File: config.mk
export PLATFORM = sky130hd
export DESIGN_NAME = maximal_munch_lexer
export DESIGN_NICKNAME = d
export VERILOG_FILES = /design/src/hdl/mml_pkg.sv /design/src/hdl/maximal_munch_lexer.sv /design/src/hdl/mml_front.sv /design/src/hdl/mml_queue.sv /design/src/hdl/mml_back.sv
export SDC_FILE = /design/constraint.sdc
export NUM_CORES = 1
export LEC_CHECK = 0
export BUFFER_PORTS_ARGS = -buffer_cell sky130_fd_sc_hd__buf_4
export CORE_ASPECT_RATIO = 1.1
export CORE_MARGIN = 1.5
export CORE_UTILIZATION = 45
export CTS_BUF_LIST = sky130_fd_sc_hd__clkbuf_16
export DETAILED_ROUTE_END_ITERATION = 10
export PLACE_DENSITY = 0.63
export SLEW_MARGIN = 30
export SYNTH_ARGS = -nofsm -noshare
export SYNTH_HDL_FRONTEND = slang
export SYNTH_SLANG_ARGS = --single-unit
File: constraint.sdc
create_clock -name clk_i -period 5.03 [get_ports clk_i]
set_input_delay 1.006 -clock clk_i [delete_from_list [all_inputs] [get_ports clk_i]]
set_output_delay 1.006 -clock clk_i [all_outputs]
set_load 0.01 [all_outputs]
File: src/hdl/mml_pkg.sv
// Package for the maximal-munch lexer: sizing constants, token kind codes,
// character codes, item and token structs, and the classification functions.
// No dependencies; every other file in hdl/ imports it.
package mml_pkg;

  // Sizing
  localparam int MAX_TOKEN_LENGTH = 31;
  localparam int POSITION_BITS    = 16;
  localparam int POS_W            = 16;
  localparam int POS_MAX_INT      = (POSITION_BITS < 16) ? ((1 << POSITION_BITS) - 1) : 65535;
  localparam logic [POS_W-1:0] POS_MAX = POS_W'(POS_MAX_INT);
  localparam int TOK_LEN_W        = 5;
  localparam int LEN_CAP          = (MAX_TOKEN_LENGTH < 31) ? MAX_TOKEN_LENGTH : 31;
  localparam int RUN_W            = $clog2(MAX_TOKEN_LENGTH + 2);
  localparam int KW_PREFIX_CHARS  = 6;
  localparam int PREFIX_W         = 8 * KW_PREFIX_CHARS;
  localparam int KIND_W           = 6;

  // Queue between front and back
  localparam int QUEUE_DEPTH = 4;
  localparam int QPTR_W      = $clog2(QUEUE_DEPTH);
  localparam int QCNT_W      = $clog2(QUEUE_DEPTH + 1);

  // Input item kinds
  localparam logic IN_CHAR = 1'b0;
  localparam logic IN_END  = 1'b1;

  // Token kinds
  localparam logic [KIND_W-1:0] TK_END      = 6'd0;
  localparam logic [KIND_W-1:0] TK_IDENT    = 6'd1;
  localparam logic [KIND_W-1:0] TK_NUMBER   = 6'd2;
  localparam logic [KIND_W-1:0] TK_STRUCT   = 6'd3;
  localparam logic [KIND_W-1:0] TK_WHILE    = 6'd4;
  localparam logic [KIND_W-1:0] TK_FOR      = 6'd5;
  localparam logic [KIND_W-1:0] TK_RET      = 6'd6;
  localparam logic [KIND_W-1:0] TK_FN       = 6'd7;
  localparam logic [KIND_W-1:0] TK_IF       = 6'd8;
  localparam logic [KIND_W-1:0] TK_LE       = 6'd9;
  localparam logic [KIND_W-1:0] TK_GE       = 6'd10;
  localparam logic [KIND_W-1:0] TK_EQEQ     = 6'd11;
  localparam logic [KIND_W-1:0] TK_NE       = 6'd12;
  localparam logic [KIND_W-1:0] TK_ANDAND   = 6'd13;
  localparam logic [KIND_W-1:0] TK_OROR     = 6'd14;
  localparam logic [KIND_W-1:0] TK_SYM_BASE = 6'd15;
  localparam logic [KIND_W-1:0] TK_ERROR    = 6'd34;
  localparam logic [KIND_W-1:0] TK_NONE     = 6'd0;

  // Character codes
  localparam logic [7:0] CH_NUL   = 8'h00;
  localparam logic [7:0] CH_TAB   = 8'h09;
  localparam logic [7:0] CH_NL    = 8'h0a;
  localparam logic [7:0] CH_CR    = 8'h0d;
  localparam logic [7:0] CH_SPACE = 8'h20;
  localparam logic [7:0] CH_BANG  = 8'h21;
  localparam logic [7:0] CH_AMP   = 8'h26;
  localparam logic [7:0] CH_LT    = 8'h3c;
  localparam logic [7:0] CH_EQ    = 8'h3d;
  localparam logic [7:0] CH_GT    = 8'h3e;
  localparam logic [7:0] CH_UNDER = 8'h5f;
  localparam logic [7:0] CH_BAR   = 8'h7c;

  localparam int NUM_SYMS = 19;
  localparam logic [7:0] SYM_CHARS [NUM_SYMS] = '{
    8'h28, 8'h29, 8'h7b, 8'h7d, 8'h3b, 8'h3c, 8'h3e, 8'h3d, 8'h2b, 8'h2d,
    8'h2a, 8'h2f, 8'h25, 8'h5e, 8'h26, 8'h7c, 8'h3a, 8'h21, 8'h2c
  };

  // Keywords packed as they shift into the prefix register
  localparam logic [PREFIX_W-1:0] KW_STRUCT = PREFIX_W'(48'h737472756374);
  localparam logic [PREFIX_W-1:0] KW_WHILE  = PREFIX_W'(48'h7768696c65);
  localparam logic [PREFIX_W-1:0] KW_FOR    = PREFIX_W'(48'h666f72);
  localparam logic [PREFIX_W-1:0] KW_RET    = PREFIX_W'(48'h726574);
  localparam logic [PREFIX_W-1:0] KW_FN     = PREFIX_W'(48'h666e);
  localparam logic [PREFIX_W-1:0] KW_IF     = PREFIX_W'(48'h6966);

  typedef enum logic [1:0] {
    MODE_NONE,
    MODE_IDENT,
    MODE_NUMBER,
    MODE_OPER
  } mode_e;

  typedef struct packed {
    logic       kind;
    logic [7:0] ch;
  } in_item_t;

  typedef struct packed {
    logic [KIND_W-1:0]    token_kind;
    logic [POS_W-1:0]     start_line;
    logic [POS_W-1:0]     start_column;
    logic [TOK_LEN_W-1:0] token_length;
    logic                 too_long;
    logic                 last_of_item;
  } token_t;

  // All tokens caused by one input item
  typedef struct packed {
    logic   two;
    token_t first;
    token_t second;
  } entry_t;

  typedef struct packed {
    logic empty;
    logic full;
  } q_status_t;

  function automatic logic is_letter(input logic [7:0] c);
    return c inside {[8'h61:8'h7a], [8'h41:8'h5a]};
  endfunction

  function automatic logic is_digit(input logic [7:0] c);
    return c inside {[8'h30:8'h39]};
  endfunction

  function automatic logic is_op_start(input logic [7:0] c);
    return c inside {CH_LT, CH_GT, CH_EQ, CH_BANG, CH_AMP, CH_BAR};
  endfunction

  function automatic logic is_separator(input logic [7:0] c);
    return c inside {CH_SPACE, CH_TAB, CH_CR, CH_NUL};
  endfunction

  function automatic logic [KIND_W-1:0] symbol_kind(input logic [7:0] c);
    logic [KIND_W-1:0] k;
    k = TK_NONE;
    for (int i = 0; i < NUM_SYMS; i++) begin
      if (SYM_CHARS[i] == c) k = TK_SYM_BASE + KIND_W'(i);
    end
    return k;
  endfunction

  function automatic logic [KIND_W-1:0] two_char_kind(input logic [7:0] a,
                                                      input logic [7:0] b);
    logic [KIND_W-1:0] k;
    k = TK_NONE;
    if (b == CH_EQ) begin
      case (a)
        CH_LT:   k = TK_LE;
        CH_GT:   k = TK_GE;
        CH_EQ:   k = TK_EQEQ;
        CH_BANG: k = TK_NE;
        default: k = TK_NONE;
      endcase
    end
    if (a == CH_AMP && b == CH_AMP) k = TK_ANDAND;
    if (a == CH_BAR && b == CH_BAR) k = TK_OROR;
    return k;
  endfunction

  function automatic logic [KIND_W-1:0] keyword_kind(input logic [PREFIX_W-1:0] p,
                                                     input logic [RUN_W-1:0] n);
    logic [KIND_W-1:0] k;
    k = TK_IDENT;
    if (n == RUN_W'(6) && p == KW_STRUCT) k = TK_STRUCT;
    if (n == RUN_W'(5) && p == KW_WHILE)  k = TK_WHILE;
    if (n == RUN_W'(3) && p == KW_FOR)    k = TK_FOR;
    if (n == RUN_W'(3) && p == KW_RET)    k = TK_RET;
    if (n == RUN_W'(2) && p == KW_FN)     k = TK_FN;
    if (n == RUN_W'(2) && p == KW_IF)     k = TK_IF;
    return k;
  endfunction

  function automatic logic [POS_W-1:0] sat_inc(input logic [POS_W-1:0] v);
    return (v >= POS_MAX) ? POS_MAX : v + POS_W'(1);
  endfunction

endpackage

File: src/hdl/maximal_munch_lexer.sv
// Top level of the maximal-munch lexer: front, entry queue and back.
// Depends on mml_pkg, mml_front, mml_queue and mml_back.
//
//   channel  direction  handshake                 payload
//   in       sink       in_valid_i / in_stall_o   in_data_i  (in_item_t: kind, ch)
//   out      source     out_valid_o / out_stall_i out_data_o (token_t)
//
// One character is taken per cycle while in_stall_o is low; the front
// decides each item in the cycle it is accepted. Tokens leave one per
// unstalled cycle from the output register; a pair of tokens leaves in turn.
// in_stall_o rises only while the four-entry queue is full.
// Reset clears line, column and pending-token state; an END item does too.
module maximal_munch_lexer (
  input  logic              clk_i,
  input  logic              rst_ni,
  input  logic              in_valid_i,
  output logic              in_stall_o,
  input  mml_pkg::in_item_t in_data_i,
  output logic              out_valid_o,
  input  logic              out_stall_i,
  output mml_pkg::token_t   out_data_o
);
  import mml_pkg::*;

  logic      accept;
  logic      push;
  logic      pop;
  entry_t    entry;
  entry_t    head;
  q_status_t q_status;

  // Stall the source only when there is no room for a new entry
  assign in_stall_o = q_status.full;
  assign accept     = in_valid_i && !in_stall_o;

  mml_front u_front (
    .clk_i    (clk_i),
    .rst_ni   (rst_ni),
    .accept_i (accept),
    .item_i   (in_data_i),
    .push_o   (push),
    .entry_o  (entry)
  );

  mml_queue u_queue (
    .clk_i    (clk_i),
    .rst_ni   (rst_ni),
    .push_i   (push),
    .entry_i  (entry),
    .pop_i    (pop),
    .head_o   (head),
    .status_o (q_status)
  );

  mml_back u_back (
    .clk_i       (clk_i),
    .rst_ni      (rst_ni),
    .head_i      (head),
    .status_i    (q_status),
    .pop_o       (pop),
    .out_valid_o (out_valid_o),
    .out_stall_i (out_stall_i),
    .out_data_o  (out_data_o)
  );

  // Never write into a full queue
  a_push_room: assert property (@(posedge clk_i) disable iff (!rst_ni)
    push |-> !q_status.full) else $error("push into full queue");

  // Never pop an empty queue
  a_pop_data: assert property (@(posedge clk_i) disable iff (!rst_ni)
    pop |-> !q_status.empty) else $error("pop from empty queue");

  // End of input always yields at least the END token
  a_end_pushes: assert property (@(posedge clk_i) disable iff (!rst_ni)
    (accept && in_data_i.kind == IN_END) |-> push) else $error("end item lost");

  // END is always the final token of its item
  a_end_last: assert property (@(posedge clk_i) disable iff (!rst_ni)
    (out_valid_o && out_data_o.token_kind == TK_END) |-> out_data_o.last_of_item)
    else $error("END token without last flag");

endmodule

File: src/hdl/mml_front.sv
// Lexer front: accepts characters, keeps the pending-token state and builds
// the zero, one or two tokens each item causes as one queue entry.
// Depends on mml_pkg.
module mml_front (
  input  logic            clk_i,
  input  logic            rst_ni,
  input  logic            accept_i,
  input  mml_pkg::in_item_t item_i,
  output logic            push_o,
  output mml_pkg::entry_t entry_o
);
  import mml_pkg::*;

  mode_e                mode_q, mode_d;
  logic [7:0]           op_q, op_d;
  logic [PREFIX_W-1:0]  prefix_q, prefix_d;
  logic [RUN_W-1:0]     run_q, run_d;
  logic [POS_W-1:0]     tsl_q, tsl_d;
  logic [POS_W-1:0]     tsc_q, tsc_d;
  logic [POS_W-1:0]     line_q, line_d;
  logic [POS_W-1:0]     col_q, col_d;

  logic [7:0]            c;
  logic                  is_end;
  logic [KIND_W-1:0]     two_k;
  logic                  cont_op;
  logic                  cont_run;
  logic [RUN_W+TOK_LEN_W-1:0] run_ext;
  logic [TOK_LEN_W-1:0]  run_len;
  logic                  run_long;

  token_t first_tok, second_tok;
  logic   first_v, second_v;

  assign c        = item_i.ch;
  assign is_end   = (item_i.kind == IN_END);
  assign two_k    = two_char_kind(op_q, c);
  assign cont_op  = !is_end && (mode_q == MODE_OPER) && (two_k != TK_NONE);
  assign cont_run = !is_end &&
                    (((mode_q == MODE_IDENT) && (is_letter(c) || is_digit(c) || c == CH_UNDER)) ||
                     ((mode_q == MODE_NUMBER) && is_digit(c)));
  assign run_ext  = (RUN_W + TOK_LEN_W)'(run_q);
  assign run_long = (run_q > RUN_W'(MAX_TOKEN_LENGTH));
  assign run_len  = (run_q > RUN_W'(LEN_CAP)) ? TOK_LEN_W'(LEN_CAP) : run_ext[TOK_LEN_W-1:0];

  // Next state
  always_comb begin
    mode_d   = mode_q;
    op_d     = op_q;
    prefix_d = prefix_q;
    run_d    = run_q;
    tsl_d    = tsl_q;
    tsc_d    = tsc_q;
    line_d   = line_q;
    col_d    = col_q;
    if (accept_i) begin
      if (is_end) begin
        mode_d   = MODE_NONE;
        op_d     = '0;
        prefix_d = '0;
        run_d    = '0;
        tsl_d    = '0;
        tsc_d    = '0;
        line_d   = '0;
        col_d    = '0;
      end else if (cont_op) begin
        mode_d = MODE_NONE;
        op_d   = '0;
        col_d  = sat_inc(col_q);
      end else if (cont_run) begin
        if (run_q < RUN_W'(KW_PREFIX_CHARS)) prefix_d = {prefix_q[PREFIX_W-9:0], c};
        if (run_q <= RUN_W'(MAX_TOKEN_LENGTH)) run_d = run_q + RUN_W'(1);
        col_d = sat_inc(col_q);
      end else begin
        mode_d   = MODE_NONE;
        op_d     = '0;
        prefix_d = '0;
        run_d    = '0;
        if (c == CH_NL) begin
          line_d = sat_inc(line_q);
          col_d  = '0;
        end else begin
          if (is_letter(c) || is_digit(c)) begin
            mode_d   = is_letter(c) ? MODE_IDENT : MODE_NUMBER;
            tsl_d    = line_q;
            tsc_d    = col_q;
            prefix_d = {{(PREFIX_W-8){1'b0}}, c};
            run_d    = RUN_W'(1);
          end else if (is_op_start(c)) begin
            mode_d = MODE_OPER;
            tsl_d  = line_q;
            tsc_d  = col_q;
            op_d   = c;
          end
          col_d = sat_inc(col_q);
        end
      end
    end
  end

  // Tokens caused by this item
  always_comb begin
    first_tok  = '0;
    second_tok = '0;
    first_v    = 1'b0;
    second_v   = 1'b0;

    first_tok.start_line   = tsl_q;
    first_tok.start_column = tsc_q;
    if (cont_op) begin
      first_v                = 1'b1;
      first_tok.token_kind   = two_k;
      first_tok.token_length = TOK_LEN_W'(2);
    end else if (!cont_run) begin
      case (mode_q)
        MODE_IDENT: begin
          first_v                = 1'b1;
          first_tok.token_kind   = run_long ? TK_IDENT : keyword_kind(prefix_q, run_q);
          first_tok.token_length = run_len;
          first_tok.too_long     = run_long;
        end
        MODE_NUMBER: begin
          first_v                = 1'b1;
          first_tok.token_kind   = TK_NUMBER;
          first_tok.token_length = run_len;
          first_tok.too_long     = run_long;
        end
        MODE_OPER: begin
          first_v                = 1'b1;
          first_tok.token_kind   = symbol_kind(op_q);
          first_tok.token_length = TOK_LEN_W'(1);
        end
        default: first_v = 1'b0;
      endcase
    end

    second_tok.start_line   = line_q;
    second_tok.start_column = col_q;
    if (is_end) begin
      second_v              = 1'b1;
      second_tok.token_kind = TK_END;
    end else if (!cont_op && !cont_run && c != CH_NL && !is_separator(c) &&
                 !is_letter(c) && !is_digit(c) && !is_op_start(c)) begin
      second_v                = 1'b1;
      second_tok.token_length = TOK_LEN_W'(1);
      second_tok.token_kind   = (symbol_kind(c) != TK_NONE) ? symbol_kind(c) : TK_ERROR;
    end
  end

  // Pack into one entry; the last token of the item carries the flag
  always_comb begin
    entry_o.two    = first_v && second_v;
    entry_o.first  = first_v ? first_tok : second_tok;
    entry_o.second = second_tok;
    entry_o.first.last_of_item  = !(first_v && second_v);
    entry_o.second.last_of_item = 1'b1;
  end

  assign push_o = accept_i && (first_v || second_v);

  always_ff @(posedge clk_i or negedge rst_ni) begin
    if (!rst_ni) begin
      mode_q   <= MODE_NONE;
      op_q     <= '0;
      prefix_q <= '0;
      run_q    <= '0;
      tsl_q    <= '0;
      tsc_q    <= '0;
      line_q   <= '0;
      col_q    <= '0;
    end else begin
      mode_q   <= mode_d;
      op_q     <= op_d;
      prefix_q <= prefix_d;
      run_q    <= run_d;
      tsl_q    <= tsl_d;
      tsc_q    <= tsc_d;
      line_q   <= line_d;
      col_q    <= col_d;
    end
  end

endmodule

File: src/hdl/mml_queue.sv
// Short register queue of token entries between lexer front and back.
// Depends on mml_pkg.
module mml_queue (
  input  logic               clk_i,
  input  logic               rst_ni,
  input  logic               push_i,
  input  mml_pkg::entry_t    entry_i,
  input  logic               pop_i,
  output mml_pkg::entry_t    head_o,
  output mml_pkg::q_status_t status_o
);
  import mml_pkg::*;

  entry_t            mem_q [QUEUE_DEPTH];
  logic [QPTR_W-1:0] wr_q, rd_q;
  logic [QCNT_W-1:0] cnt_q, cnt_d;

  assign head_o         = mem_q[rd_q];
  assign status_o.empty = (cnt_q == '0);
  assign status_o.full  = (cnt_q == QCNT_W'(QUEUE_DEPTH));

  always_comb begin
    cnt_d = cnt_q;
    if (push_i && !pop_i) cnt_d = cnt_q + QCNT_W'(1);
    if (pop_i && !push_i) cnt_d = cnt_q - QCNT_W'(1);
  end

  always_ff @(posedge clk_i or negedge rst_ni) begin
    if (!rst_ni) begin
      wr_q  <= '0;
      rd_q  <= '0;
      cnt_q <= '0;
    end else begin
      cnt_q <= cnt_d;
      if (push_i) wr_q <= wr_q + QPTR_W'(1);
      if (pop_i)  rd_q <= rd_q + QPTR_W'(1);
    end
  end

  always_ff @(posedge clk_i) begin
    if (push_i) mem_q[wr_q] <= entry_i;
  end

endmodule

File: src/hdl/mml_back.sv
// Lexer back: pops entries and presents their tokens one per unstalled
// cycle from an output register, holding a pair's second token. Depends on mml_pkg.
module mml_back (
  input  logic               clk_i,
  input  logic               rst_ni,
  input  mml_pkg::entry_t    head_i,
  input  mml_pkg::q_status_t status_i,
  output logic               pop_o,
  output logic               out_valid_o,
  input  logic               out_stall_i,
  output mml_pkg::token_t    out_data_o
);
  import mml_pkg::*;

  logic   out_valid_q, out_valid_d;
  token_t out_q, out_d;
  logic   held_v_q, held_v_d;
  token_t held_q, held_d;
  logic   free;

  assign free        = !out_valid_q || !out_stall_i;
  assign pop_o       = free && !held_v_q && !status_i.empty;
  assign out_valid_o = out_valid_q;
  assign out_data_o  = out_q;

  always_comb begin
    out_valid_d = out_valid_q;
    out_d       = out_q;
    held_v_d    = held_v_q;
    held_d      = held_q;
    if (free) begin
      if (held_v_q) begin
        out_valid_d = 1'b1;
        out_d       = held_q;
        held_v_d    = 1'b0;
      end else if (!status_i.empty) begin
        out_valid_d = 1'b1;
        out_d       = head_i.first;
        held_v_d    = head_i.two;
        held_d      = head_i.second;
      end else begin
        out_valid_d = 1'b0;
      end
    end
  end

  always_ff @(posedge clk_i or negedge rst_ni) begin
    if (!rst_ni) begin
      out_valid_q <= 1'b0;
      held_v_q    <= 1'b0;
    end else begin
      out_valid_q <= out_valid_d;
      held_v_q    <= held_v_d;
    end
  end

  always_ff @(posedge clk_i) begin
    out_q  <= out_d;
    held_q <= held_d;
  end

endmodule
==> impl_summary.md <==
Yosys
The number of enable flip-flop cells after synthesis is 424. The proportion of register bits with asynchronous set or reset after synthesis is 24.4%. The synthesized design devotes to its leading area cell type 54.0% of total area. Synthesis inferred 561 register bits.

After synthesis, the cell types taking the most area are sky130_fd_sc_hd__edfxtp_1, sky130_fd_sc_hd__dfrtp_1, sky130_fd_sc_hd__mux4_2. The post-synthesis cell area is 23600 µm². The average size of a mapped cell is 15.5 µm². The most used flip-flop cell after synthesis is sky130_fd_sc_hd__edfxtp_1. The proportion of synthesized chip area in sequential cells is 68.6%.

The cell type contributing the most total cell area after synthesis is sky130_fd_sc_hd__edfxtp_1. The synthesized netlist contains 77 unique library cells. For this run, the number of Yosys warnings is 0. The number of instances in the synthesized netlist is 1521. The net count after synthesis is 1549.

Route
The sum of routed wire length over all layers is 49.7 mm. Dividing the detail-routed wire length by the instance count gives 21.7 µm. After detailed routing, the number of remaining DRC violations is 0. The total number of vias is 13.4k. The initial detailed-routing violation count is 1056.

Using the TritonRoute via totals, the vias-per-cell ratio works out to 5.84. The first detailed-routing pass took 5 iterations. The antenna violation net count after detailed routing is 0.

Die
The placeable core region is 51500 µm². The floorplan has 87 rows. From left edge to right edge, the die measures 221 µm. The initial cell density of the core is 45.8%. Pin placement for this block handled 60 I/O pins. The floorplan step set the die height to 243 µm. The overall die area is 53700 µm².

Global routing
The total overflow reported by the global router is 0. Entering global routing, the biggest net connects 82 pins. The first global-routing pass estimated 78.8 mm of wire.

In the global route stage, overall resource usage came out at 18.8%. The number of global-route vias before repair is 13.5k. The initial antenna violation count is 0.

Critical path
Of all nets on the critical path, the largest fanout is 24. The worst register-to-register path begins at u_front.op_q[6]$_DFFE_PN0P_. The kind of launch point of the worst setup path is a flop. The endpoint arrival time on the critical path is 3.96 ns. Tracing the worst setup path back leads to its startpoint at u_front.op_q[6]$_DFFE_PN0P_. The endpoint type of the worst setup path is a flop. The critical path is of the flop to flop type.

STA puts the critical path data required time at 5.32 ns.

Clock network
For this design, the sink count on the clock tree is 561. Hold repair after CTS inserted 0 buffers. Counting along the longest clock path gives a buffer depth of 3. Clock-pin slew was measured on the worst setup and hold paths at 0.06 ns. TritonCTS built the clock tree. The clock reaches the later pin of the worst-skew pair after 0.61 ns.

The root cell of the clock tree is sky130_fd_sc_hd__clkbuf_16. The number of buffers inserted to repair setup after CTS is 0. In this run, post-CTS repair resized a total of 0 instances. The clock buffer count from CTS is 54. The H-tree generated during clock tree synthesis spans 2 levels.

STA
The hold violation count in the final report is 0. Clock skew on the completed layout was measured at 0.0188 ns. The transition time of the tightest slew-check pin is 0.796 ns. The upper clock frequency limit is 0.272 GHz. Setup violations remaining at the end of the flow were counted as 0.

After layout, the minimum clock period comes to 3.67 ns. The final count of pins violating max slew is 0. In this run the tightest slew margin relative to its limit is 46.9%. The final critical path takes up 73.0% of the cycle. Setup repair after global routing left no endpoint under its margin. For the final routed database, the setup TNS stands at 0 ns. The final worst-path setup slack is 1.36 ns.

Job
Across the run, the number of max-cap violations was 0.

Worst hold path
The path class of the tightest hold or removal check is input pin to async pin.

Pwr
In this run the power spent charging and discharging nets is 3930 µW. The power share of the sequential group is 46.9%. Summed over all cells, the static leakage comes to 0.00970 µW. The clock network fraction of design power is 29.7%. The internal power summed over all cells is 10300 µW. The switching portion of total power is 27.7%. The total power density per cell area is 530 nW/µm². The part of the power in combinational logic is 23.4%. Across the VDD grid, the largest voltage drop is 0.307 mV.

Layout
The finished cells cover 26800 µm². The number of antenna diodes in the final layout is 0. The count of nets after finishing is 1609.

Cells with a size suffix above 1 make up 22.0% of the layout. Compared with the post-synthesis result, the final layout area differs by 13.8%. The non-filler instance count after layout is 2294.

Placed design
The placed instances occupy a cell area of 24900 µm². The number of placed instances, taps included is 2191. In this run the tool buffered the top-level ports with 59 buffer cells. Timing analysis after detailed placement gives a worst setup slack of 0.764 ns. The routability-driven placement congestion ratio is 0.856.

The estimated wirelength of the detail-placed design is 30.2 mm.

Run status
The run finished with clean final reports.
-- cells in the mapped netlist, types with 17 or more instances --
master and number:
sky130_fd_sc_hd__a21oi_1 56, sky130_fd_sc_hd__a22o_1 47, sky130_fd_sc_hd__a31oi_1 17, sky130_fd_sc_hd__clkbuf_1 59, sky130_fd_sc_hd__dfrtp_1 137, sky130_fd_sc_hd__edfxtp_1 424
sky130_fd_sc_hd__inv_1 57, sky130_fd_sc_hd__mux2_2 65, sky130_fd_sc_hd__mux4_2 85, sky130_fd_sc_hd__nand2_1 74, sky130_fd_sc_hd__nand3_1 63, sky130_fd_sc_hd__nand4_1 17
sky130_fd_sc_hd__nor2_1 58, sky130_fd_sc_hd__nor2b_1 21, sky130_fd_sc_hd__nor3_1 19, sky130_fd_sc_hd__o21ai_0 56
-- registers in the layout, indices dropped and copies added, names as in the netlist, 2 cells and up --
signal / flops
u_queue.mem_q: 340
u_front.mode_q: 2
u_back.out_data_o: 45
u_front.prefix_q: 48
u_queue.wr_q: 2
u_front.tsc_q: 16
u_front.col_q: 16
u_front.run_q: 6
u_back.held_q: 39
u_queue.rd_q: 2
u_queue.cnt_q: 3
u_front.line_q: 16
u_front.op_q: 8
u_front.tsl_q: 16
-- layout by cell type (no fill, tap or decap), types with 8 or more instances in the layout --
master,instances
sky130_fd_sc_hd__a21o_1,8
sky130_fd_sc_hd__a21oi_1,55
sky130_fd_sc_hd__a22o_1,47
sky130_fd_sc_hd__a31oi_1,17
sky130_fd_sc_hd__and3_1,13
sky130_fd_sc_hd__buf_12,8
sky130_fd_sc_hd__buf_4,82
sky130_fd_sc_hd__bufinv_16,10
sky130_fd_sc_hd__clkbuf_16,54
sky130_fd_sc_hd__clkinv_1,9
sky130_fd_sc_hd__clkinv_2,14
sky130_fd_sc_hd__dfrtp_1,134
sky130_fd_sc_hd__edfxtp_1,424
sky130_fd_sc_hd__ha_1,14
sky130_fd_sc_hd__inv_1,61
sky130_fd_sc_hd__mux2_2,65
sky130_fd_sc_hd__mux4_2,85
sky130_fd_sc_hd__nand2_1,74
sky130_fd_sc_hd__nand2b_1,10
sky130_fd_sc_hd__nand3_1,63
sky130_fd_sc_hd__nand4_1,17
sky130_fd_sc_hd__nor2_1,57
sky130_fd_sc_hd__nor2b_1,21
sky130_fd_sc_hd__nor3_1,19
sky130_fd_sc_hd__nor3b_1,8
sky130_fd_sc_hd__nor4_1,14
sky130_fd_sc_hd__o21ai_0,56
sky130_fd_sc_hd__o21ai_1,10
sky130_fd_sc_hd__o22a_1,9
sky130_fd_sc_hd__o31ai_1,11
-- critical path, stage by stage (launching register included) --
cell	delay [ns]
sky130_fd_sc_hd__dfrtp_1	0.52
sky130_fd_sc_hd__or4b_2	0.82
sky130_fd_sc_hd__nor4_2	0.34
sky130_fd_sc_hd__a311oi_1	0.17
sky130_fd_sc_hd__nand2_1	0.15
sky130_fd_sc_hd__nand2_1	0.15
sky130_fd_sc_hd__a31oi_2	0.39
sky130_fd_sc_hd__and2_4	0.50
sky130_fd_sc_hd__buf_4	0.32
-- final timing paths --
check / endpoint / slack, ns / cells after the start
worst min-delay path: u_front.prefix_q[23]$_DFFE_PN0P_ / 0.47 / 1
worst min register to register: u_front.prefix_q[34]$_DFFE_PN0P_ / 0.52 / 1
max in group asynchronous: u_front.tsl_q[3]$_DFFE_PN0P_ / 3.56 / 2
worst max-delay path: u_queue.mem_q[3][24]$_DFFE_PP_ / 1.36 / 8
worst max register to register: u_queue.mem_q[3][24]$_DFFE_PP_ / 1.36 / 8
min in group clk_i: u_front.prefix_q[34]$_DFFE_PN0P_ / 0.52 / 1
-- metrics by stage --
step / total power [µW] / utilization (%) / hold WS (ns)
finish: 14200 / 52.0 / 0.469
global route: 14800 / 52.0 / 0.523
CTS: 14400 / 52.0 / 0.483
detailed placement: 10100 / 48.4 / 0.508
global placement: 10000 / 48.3 / 0.496
floorplan: 8760 / - / 0.474
-- layer usage --
metal	GRT usage (%)	vias to the layer above	part of all wire, %
li1	-	6074	-
met1	25.7	6870	44
met2	31.5	370	50
met3	2.99	78	5.0
met4	4.79	0	1.8
met5	0	-	0
-- power by group through the flow --
stage               Clock [µW]  Combinational, µW  Sequential [µW]
floorplan                    0               2100             6660
global placement             0               3240             6790
detailed placement           0               3320             6830
CTS                       4320               3330             6740
global route              4490               3580             6750
finish                    4220               3320             6660
-- area by class of cell --
type | instances | area [µm²]
Fill cell | 4153 | 24700
Clock inverter | 48 | 522
Timing Repair Buffer | 93 | 842
Sequential cell | 561 | 16200
Inverter | 58 | 218
Clock buffer | 54 | 1350
Multi-Input combinational cell | 813 | 6860
Tap cell | 667 | 835
-- cell families (layout without fill, tap and decap cells) --
kind of cell               count (synthesis)  in the layout  synth area share, %
DFF                                      561            561                 68.6
and+or+nand+nor                          361            361                 8.32
AOI/OAI and AO/OA                        270            270                 7.83
muxes                                    159            159                 11.6
buffers and inverters                    147            253                 2.48
adders and majority gates                 15             15                0.829
xor gates and xnor gates                   8              8                0.297
No activity file was read; power rests on OpenSTA's default activity.
